[src/rtl/gsa_pkg.sv]
`timescale 1ns / 1ps
`default_nettype none

package gsa_pkg;

    localparam int unsigned OpWidth   = 5;
    localparam int unsigned DataWidth = 64;
    localparam int unsigned HalfWidth = 32;
    localparam int unsigned ImmWidth  = 16;

    typedef enum logic [OpWidth-1:0] {
        OP_ADD         = 5'd0,
        OP_ADDK        = 5'd1,
        OP_MUL         = 5'd2,
        OP_MOV32       = 5'd3,
        OP_MOV64       = 5'd4,
        OP_MOVK        = 5'd5,
        OP_AND32       = 5'd6,
        OP_OR32        = 5'd7,
        OP_AND64       = 5'd8,
        OP_OR64        = 5'd9,
        OP_NOT64       = 5'd10,
        OP_NOR64       = 5'd11,
        OP_ANDN2_64    = 5'd12,
        OP_ORN2_64     = 5'd13,
        OP_SHL32       = 5'd14,
        OP_SHR32       = 5'd15,
        OP_BFE32       = 5'd16,
        OP_CMP_EQ32    = 5'd17,
        OP_CMP_NE32    = 5'd18,
        OP_SELECT32    = 5'd19,
        OP_SELECT64    = 5'd20,
        OP_SAVEEXEC64  = 5'd21,
        OP_WQM32       = 5'd22,
        OP_WQM64       = 5'd23
    } op_t;

    typedef struct packed {
        logic                 flag;
        logic [DataWidth-1:0] mask;
    } gsa_state_t;

    typedef struct packed {
        logic [DataWidth-1:0] result_value;
        logic                 writes_destination;
        gsa_state_t           next_state;
    } gsa_exec_t;

endpackage

`default_nettype wire

[src/rtl/gsa_exec.sv]
`timescale 1ns / 1ps
`default_nettype none

module gsa_exec (
    input  wire logic [gsa_pkg::OpWidth-1:0]   operation,
    input  wire logic [gsa_pkg::DataWidth-1:0] source_a,
    input  wire logic [gsa_pkg::DataWidth-1:0] source_b,
    input  wire logic signed [gsa_pkg::ImmWidth-1:0] immediate,
    input  wire gsa_pkg::gsa_state_t           state,
    output gsa_pkg::gsa_exec_t                 exec
);
    import gsa_pkg::*;

    localparam int unsigned NibbleCount = DataWidth / 4;

    function automatic logic [DataWidth-1:0] whole_quad(input logic [DataWidth-1:0] v);
        logic [DataWidth-1:0] r;
        r = '0;
        for (int q = 0; q < NibbleCount; q++)
        begin
            r[q*4 +: 4] = {4{|v[q*4 +: 4]}};
        end
        return r;
    endfunction

    logic [HalfWidth-1:0] a32;
    logic [HalfWidth-1:0] b32;
    logic [HalfWidth-1:0] imm32;
    logic [HalfWidth-1:0] mul_lo;
    logic [4:0]           shamt;
    logic [6:0]           field_width;
    logic [HalfWidth-1:0] field_mask;
    logic [DataWidth-1:0] res;
    logic                 wr;
    logic                 set_flag;
    logic                 flag_next;
    logic [DataWidth-1:0] mask_next;

    assign a32         = source_a[HalfWidth-1:0];
    assign b32         = source_b[HalfWidth-1:0];
    assign imm32       = {{(HalfWidth-ImmWidth){immediate[ImmWidth-1]}}, immediate};
    assign mul_lo      = a32 * b32;
    assign shamt       = source_b[4:0];
    assign field_width = source_b[22:16];
    assign field_mask  = (field_width >= 7'd32) ? '1
                         : ((HalfWidth'(1) << field_width[4:0]) - HalfWidth'(1));

    always_comb
    begin
        res       = '0;
        wr        = 1'b1;
        set_flag  = 1'b0;
        flag_next = state.flag;
        mask_next = state.mask;
        case (operation)
            OP_ADD:        res = {32'b0, a32 + b32};
            OP_ADDK:       res = {32'b0, a32 + imm32};
            OP_MUL:        res = {32'b0, mul_lo};
            OP_MOV32:      res = {32'b0, a32};
            OP_MOV64:      res = source_a;
            OP_MOVK:       res = {32'b0, imm32};
            OP_AND32:
            begin
                res      = {32'b0, a32 & b32};
                set_flag = 1'b1;
            end
            OP_OR32:
            begin
                res      = {32'b0, a32 | b32};
                set_flag = 1'b1;
            end
            OP_AND64:
            begin
                res      = source_a & source_b;
                set_flag = 1'b1;
            end
            OP_OR64:
            begin
                res      = source_a | source_b;
                set_flag = 1'b1;
            end
            OP_NOT64:
            begin
                res      = ~source_a;
                set_flag = 1'b1;
            end
            OP_NOR64:
            begin
                res      = ~(source_a | source_b);
                set_flag = 1'b1;
            end
            OP_ANDN2_64:
            begin
                res      = source_a & ~source_b;
                set_flag = 1'b1;
            end
            OP_ORN2_64:
            begin
                res      = source_a | ~source_b;
                set_flag = 1'b1;
            end
            OP_SHL32:
            begin
                res      = {32'b0, a32 << shamt};
                set_flag = 1'b1;
            end
            OP_SHR32:
            begin
                res      = {32'b0, a32 >> shamt};
                set_flag = 1'b1;
            end
            OP_BFE32:
            begin
                res      = {32'b0, (a32 >> shamt) & field_mask};
                set_flag = 1'b1;
            end
            OP_CMP_EQ32:
            begin
                wr        = 1'b0;
                flag_next = (a32 == b32);
            end
            OP_CMP_NE32:
            begin
                wr        = 1'b0;
                flag_next = (a32 != b32);
            end
            OP_SELECT32:   res = {32'b0, state.flag ? a32 : b32};
            OP_SELECT64:   res = state.flag ? source_a : source_b;
            OP_SAVEEXEC64:
            begin
                res       = state.mask;
                mask_next = source_a & state.mask;
            end
            OP_WQM32:      res = whole_quad({32'b0, a32});
            OP_WQM64:      res = whole_quad(source_a);
            default:       wr = 1'b0;
        endcase
        if (set_flag)
        begin
            flag_next = |res;
        end
    end

    assign exec.result_value       = res;
    assign exec.writes_destination = wr;
    assign exec.next_state.flag    = flag_next;
    assign exec.next_state.mask    = mask_next;

endmodule

`default_nettype wire

[src/rtl/gpu_scalar_alu.sv]
// A beat passes the input register, then execute logic and one 32x32 multiply in one stage,
// then the result register. Throughput: one instruction per cycle unless the output stalls.
// The condition flag and exec mask update as each result is registered, so the next
// instruction sees them with no bubble.
// Reset: asynchronous, active low; flag clears, exec mask sets to all ones, both stages empty.
`timescale 1ns / 1ps
`default_nettype none

module gpu_scalar_alu (
    input  wire logic                               clk,
    input  wire logic                               rst_n,
    input  wire logic                               in_valid,
    output      logic                               in_stall,
    input  wire logic [gsa_pkg::OpWidth-1:0]        operation,
    input  wire logic [gsa_pkg::DataWidth-1:0]      source_a,
    input  wire logic [gsa_pkg::DataWidth-1:0]      source_b,
    input  wire logic signed [gsa_pkg::ImmWidth-1:0] immediate,
    output      logic                               out_valid,
    input  wire logic                               out_stall,
    output      logic [gsa_pkg::DataWidth-1:0]      result_value,
    output      logic                               writes_destination,
    output      logic                               condition_flag,
    output      logic [gsa_pkg::DataWidth-1:0]      execute_mask
);
    import gsa_pkg::*;

    logic                        in_valid_reg;
    logic [OpWidth-1:0]          operation_reg;
    logic [DataWidth-1:0]        source_a_reg;
    logic [DataWidth-1:0]        source_b_reg;
    logic signed [ImmWidth-1:0]  immediate_reg;

    logic                        out_valid_reg;
    logic [DataWidth-1:0]        result_value_reg;
    logic                        writes_destination_reg;
    logic                        condition_flag_reg;
    logic [DataWidth-1:0]        execute_mask_reg;

    gsa_state_t state_reg;
    gsa_state_t state_next;
    gsa_exec_t  exec;

    logic out_load;
    logic in_load;

    assign out_load = in_valid_reg && (!out_valid_reg || !out_stall);
    assign in_stall = in_valid_reg && out_valid_reg && out_stall;
    assign in_load  = in_valid && !in_stall;

    gsa_exec u_exec (
        .operation (operation_reg),
        .source_a  (source_a_reg),
        .source_b  (source_b_reg),
        .immediate (immediate_reg),
        .state     (state_reg),
        .exec      (exec)
    );

    assign state_next = out_load ? exec.next_state : state_reg;

    always_ff @(posedge clk or negedge rst_n)
    begin
        if (!rst_n)
        begin
            in_valid_reg   <= 1'b0;
            out_valid_reg  <= 1'b0;
            state_reg.flag <= 1'b0;
            state_reg.mask <= '1;
        end
        else
        begin
            if (in_load)
            begin
                in_valid_reg <= 1'b1;
            end
            else if (out_load)
            begin
                in_valid_reg <= 1'b0;
            end
            if (out_load)
            begin
                out_valid_reg <= 1'b1;
            end
            else if (!out_stall)
            begin
                out_valid_reg <= 1'b0;
            end
            state_reg <= state_next;
        end
    end

    always_ff @(posedge clk)
    begin
        if (in_load)
        begin
            operation_reg <= operation;
            source_a_reg  <= source_a;
            source_b_reg  <= source_b;
            immediate_reg <= immediate;
        end
        if (out_load)
        begin
            result_value_reg       <= exec.result_value;
            writes_destination_reg <= exec.writes_destination;
            condition_flag_reg     <= exec.next_state.flag;
            execute_mask_reg       <= exec.next_state.mask;
        end
    end

    assign out_valid          = out_valid_reg;
    assign result_value       = result_value_reg;
    assign writes_destination = writes_destination_reg;
    assign condition_flag     = condition_flag_reg;
    assign execute_mask       = execute_mask_reg;

endmodule

`default_nettype wire

[config.mk]
export PLATFORM = sky130hd
export DESIGN_NAME = gpu_scalar_alu
export DESIGN_NICKNAME = d
export VERILOG_FILES = /design/src/rtl/gsa_pkg.sv /design/src/rtl/gsa_exec.sv /design/src/rtl/gpu_scalar_alu.sv
export SDC_FILE = /design/constraint.sdc
export NUM_CORES = 2
export LEC_CHECK = 0
export ABC_AREA = 1
export BUFFER_PORTS_ARGS = -buffer_cell sky130_fd_sc_hd__buf_2
export CORE_AREA = 2 2 442 225
export DETAILED_ROUTE_END_ITERATION = 8
export DIE_AREA = 0 0 444 227
export PLACE_DENSITY = 0.62
export SETUP_SLACK_MARGIN = 0.3
export SLEW_MARGIN = 0
export SYNTH_ARGS = -nofsm -noshare
export SYNTH_HDL_FRONTEND = slang
export SYNTH_SLANG_ARGS = --single-unit
[constraint.sdc]
create_clock -name clk -period 10.43 [get_ports clk]
set_input_delay 2.086 -clock clk [delete_from_list [all_inputs] [get_ports clk]]
set_output_delay 2.086 -clock clk [all_outputs]
set_load 0.01 [all_outputs]
==> flow_summary.yaml <==
global_route:
  grt_max_degree: 149
  grt_pass1_vias: 37500
  grt_overflow_total: 0
  globalRouteTotalUtil_pct: 42.2
  antenna_found_initial: 26
  grt_pass1_wl_mm: 296
synth:
  seq_area_frac_synth_pct: 24.5
  synth_nets: 6314
  syn_area_per_cell_um2: 7.53
  netlist_instances: 5500
  synthArstFlopShare_pct: 19.4
  ys_seq_elements: 346
  synthFlopType: "edfxtp_1"
  synth-edff-count: 279
  synth.distinct_cells: 59
  yosysWarnings: 0
  syn_area_mm2: 0.0414
timing:
  grt_setup_unrepaired: "false"
  fin_crit_ns: 9.61
  max_freq_ghz: 0.104
  tightestPinTransition_ns: 1.69
  hold_viol_final: 0
  fin_tns_setup_ns: 0
  drv_slew: 25
  fin_skew_ns: 0.0359
  relSlewSlack_pct: -14.0
  fin_crit_sh_pct: 92.2
  setup_viol: 0
route:
  first_pass_iters: 7
  drt-total-wl_mm: 215
  via_per_inst: 5.93
  drt_iter0_drc: 6761
  num_vias: 41500
  routedWlPerCell_um: 30.7
  antenna_left: 0
  drc_errors: 0
finish:
  num-fill-cells: 9732
  final_nets: 6483
  area.growth.synth_to_final_pct: 10.5
  drive_above_1_share_pct: 10.7
  final_util_pct: 47.3
  multi_input_area_mm2: 0.0259
  seq_area_mm2: 0.0101
  largest_reg_flops: 65
critical_path:
  required_ns: 10.81
  worstPathArrival_ns: 9.99
  path_buf_inv: 9
  crit_family: "adder cells"
  start_kind: "flip-flop"
  critPathCaptureType: "flip-flop"
  crit_slowest_cell: "edfxtp_1"
  worst-path-max-fanout: 15
  critPathKind: "flip-flop to flip-flop"
  slowest_delay_ns: 1.29
place:
  numPortBuffers: 284
  hpwl_mm: 172
  gp_congestion: 1.08
run_status:
  status: "finished, violations left"
  violations: "max-capacitance violations, max-slew violations"
die:
  coreArea_mm2: 0.0968
  die_area_mm2: 0.101
  die_h_um: 227
  start_util_pct: 42.8
  io_pins: 285
  rows: 81
  die-width_um: 444
clock_tree:
  clk-insertion-delay-late_ns: 0.65
  cts-root-buf: "clkbuf_16"
  cts.clk_slew.worst_paths_ns: 0.07
  cts_resized: 0
  clock_sinks: 346
  cts_tree: "yes"
  ctsHoldBuffers: 0
  cts_buffers: 38
  htree_levels: 2
  cts_buffer_depth: 3
  cts_setup_buffers: 0
hold_path:
  hold_class: "flip-flop to flip-flop"
flow_run:
  maxCapViolCount: 4
final timing paths:
| kind | slack, ns | cells past startpoint | start | endpoint |
|---|---|---|---|---|
| max | 0.82 | 34 | source_a_reg[4] | condition_flag |
| min | 0.47 | 2 | state_reg[29] | state_reg[29] |
| max reg2reg | 0.82 | 34 | source_a_reg[4] | condition_flag |
| min reg2reg | 0.47 | 2 | state_reg[29] | state_reg[29] |
| max in group asynchronous | 7.92 | 2 | rst_n | out_valid |
| min in group asynchronous | 1.34 | 1 | rst_n | state_reg[64] |
layer usage:
metal / share of wire (%) / track usage [%] / vias up
met5: 0.10 / 0.747 / -
met4: 2.3 / 8.98 / 20
met3: 19 / 23.7 / 276
met2: 33 / 47.6 / 3147
met1: 46 / 65.6 / 20200
li1: - / - / 17800
worst register-to-register path, delay by kind of cell (launching register included):
kind,cells,cell delay [ns]
adders and majority gates,9,3.80
buffers and inverters,9,0.96
DFF,1,1.29
and+or+nand+nor,16,3.28
synth_stat cells (10+ instances only):
cell type  count  area, um2
a211oi_1      15        113
a21o_1        12       90.1
a21oi_1      286       1430
a221oi_1      34        298
a31oi_1       67        419
buf_1         53        199
buf_2         45        225
clkbuf_1     190        713
clkinv_1      14       52.6
dfstp_2       64       1680
edfxtp_1     279       8380
fa_1         409       8190
ha_1         252       3150
inv_1       1092       4100
inv_2         11       41.3
mux2i_1       14        140
nand2_1     1347       5060
nand3_1      190        951
nand3b_1      14        105
nand4_1       55        344
nor2_1       323       1210
nor3_1        42        210
nor4_1        19        119
o2111ai_1     28        245
o211ai_1      43        323
o21ai_0      391       1960
o21ai_1       10       50.1
o221ai_1      14        123
o22ai_1       32        200
or2_2         23        144
xnor2_1       28        245
xor2_1        11       96.3
placed cells by master, fill, tap and decap left out, types with 16 or more instances in the layout:
cell          n
clkbuf_16    38
buf_4       135
xnor2_1      28
o21ai_0     389
fa_1        409
inv_1      1091
nand4_1      55
or2_2        23
nor3_1       42
o211ai_1     43
dfstp_2      64
a31oi_1      67
a21oi_1     285
clkinv_1     16
o2111ai_1    28
nor4_1       18
nand2_1    1346
buf_2       283
edfxtp_1    279
nor2_1      319
a221oi_1     34
ha_1        252
o22ai_1      32
nand3_1     190
stage by stage:
stage / std cells / area (um2) / setup slack [ns] / hold WS, ns
after floorplan: 5500 / 41400 / 2.35 / 0.443
after global placement: 6915 / 44400 / 1.22 / 0.452
after detailed placement: 6915 / 44400 / 1.25 / 0.454
after CTS: 6985 / 45700 / 1.18 / 0.465
after global routing: 6986 / 45700 / 0.709 / 0.481
final: 6997 / 45800 / 0.816 / 0.466
cells by family (layout without fill, tap and decap cells):
kind of cell    Yosys count  in the layout  share of synthesized area (%)
other cells               0             12                              0
xor+xnor                 39             39                          0.825
buf+inv                1410           1609                           13.0
fa+ha+maj               661            661                           27.4
compound gates          995            995                           14.0
mux                      14             14                          0.338
simple gates           2035           2035                           20.0
flops                   346            346                           24.5
final cells by class:
type                       instances  share of cell area (%)
clock buffer                      44                    2.17
timing repair buffer             422                    5.49
clock inverter                    26                   0.730
antenna                           12                  0.0656
inverter                        1117                    9.18
tap                             1286                    3.52
sequential                       346                    22.2
multi-input combinational       3744                    56.7
Power is not shown: default switching activity piles up to over one toggle a cycle in this logic, so the estimate is an artifact.
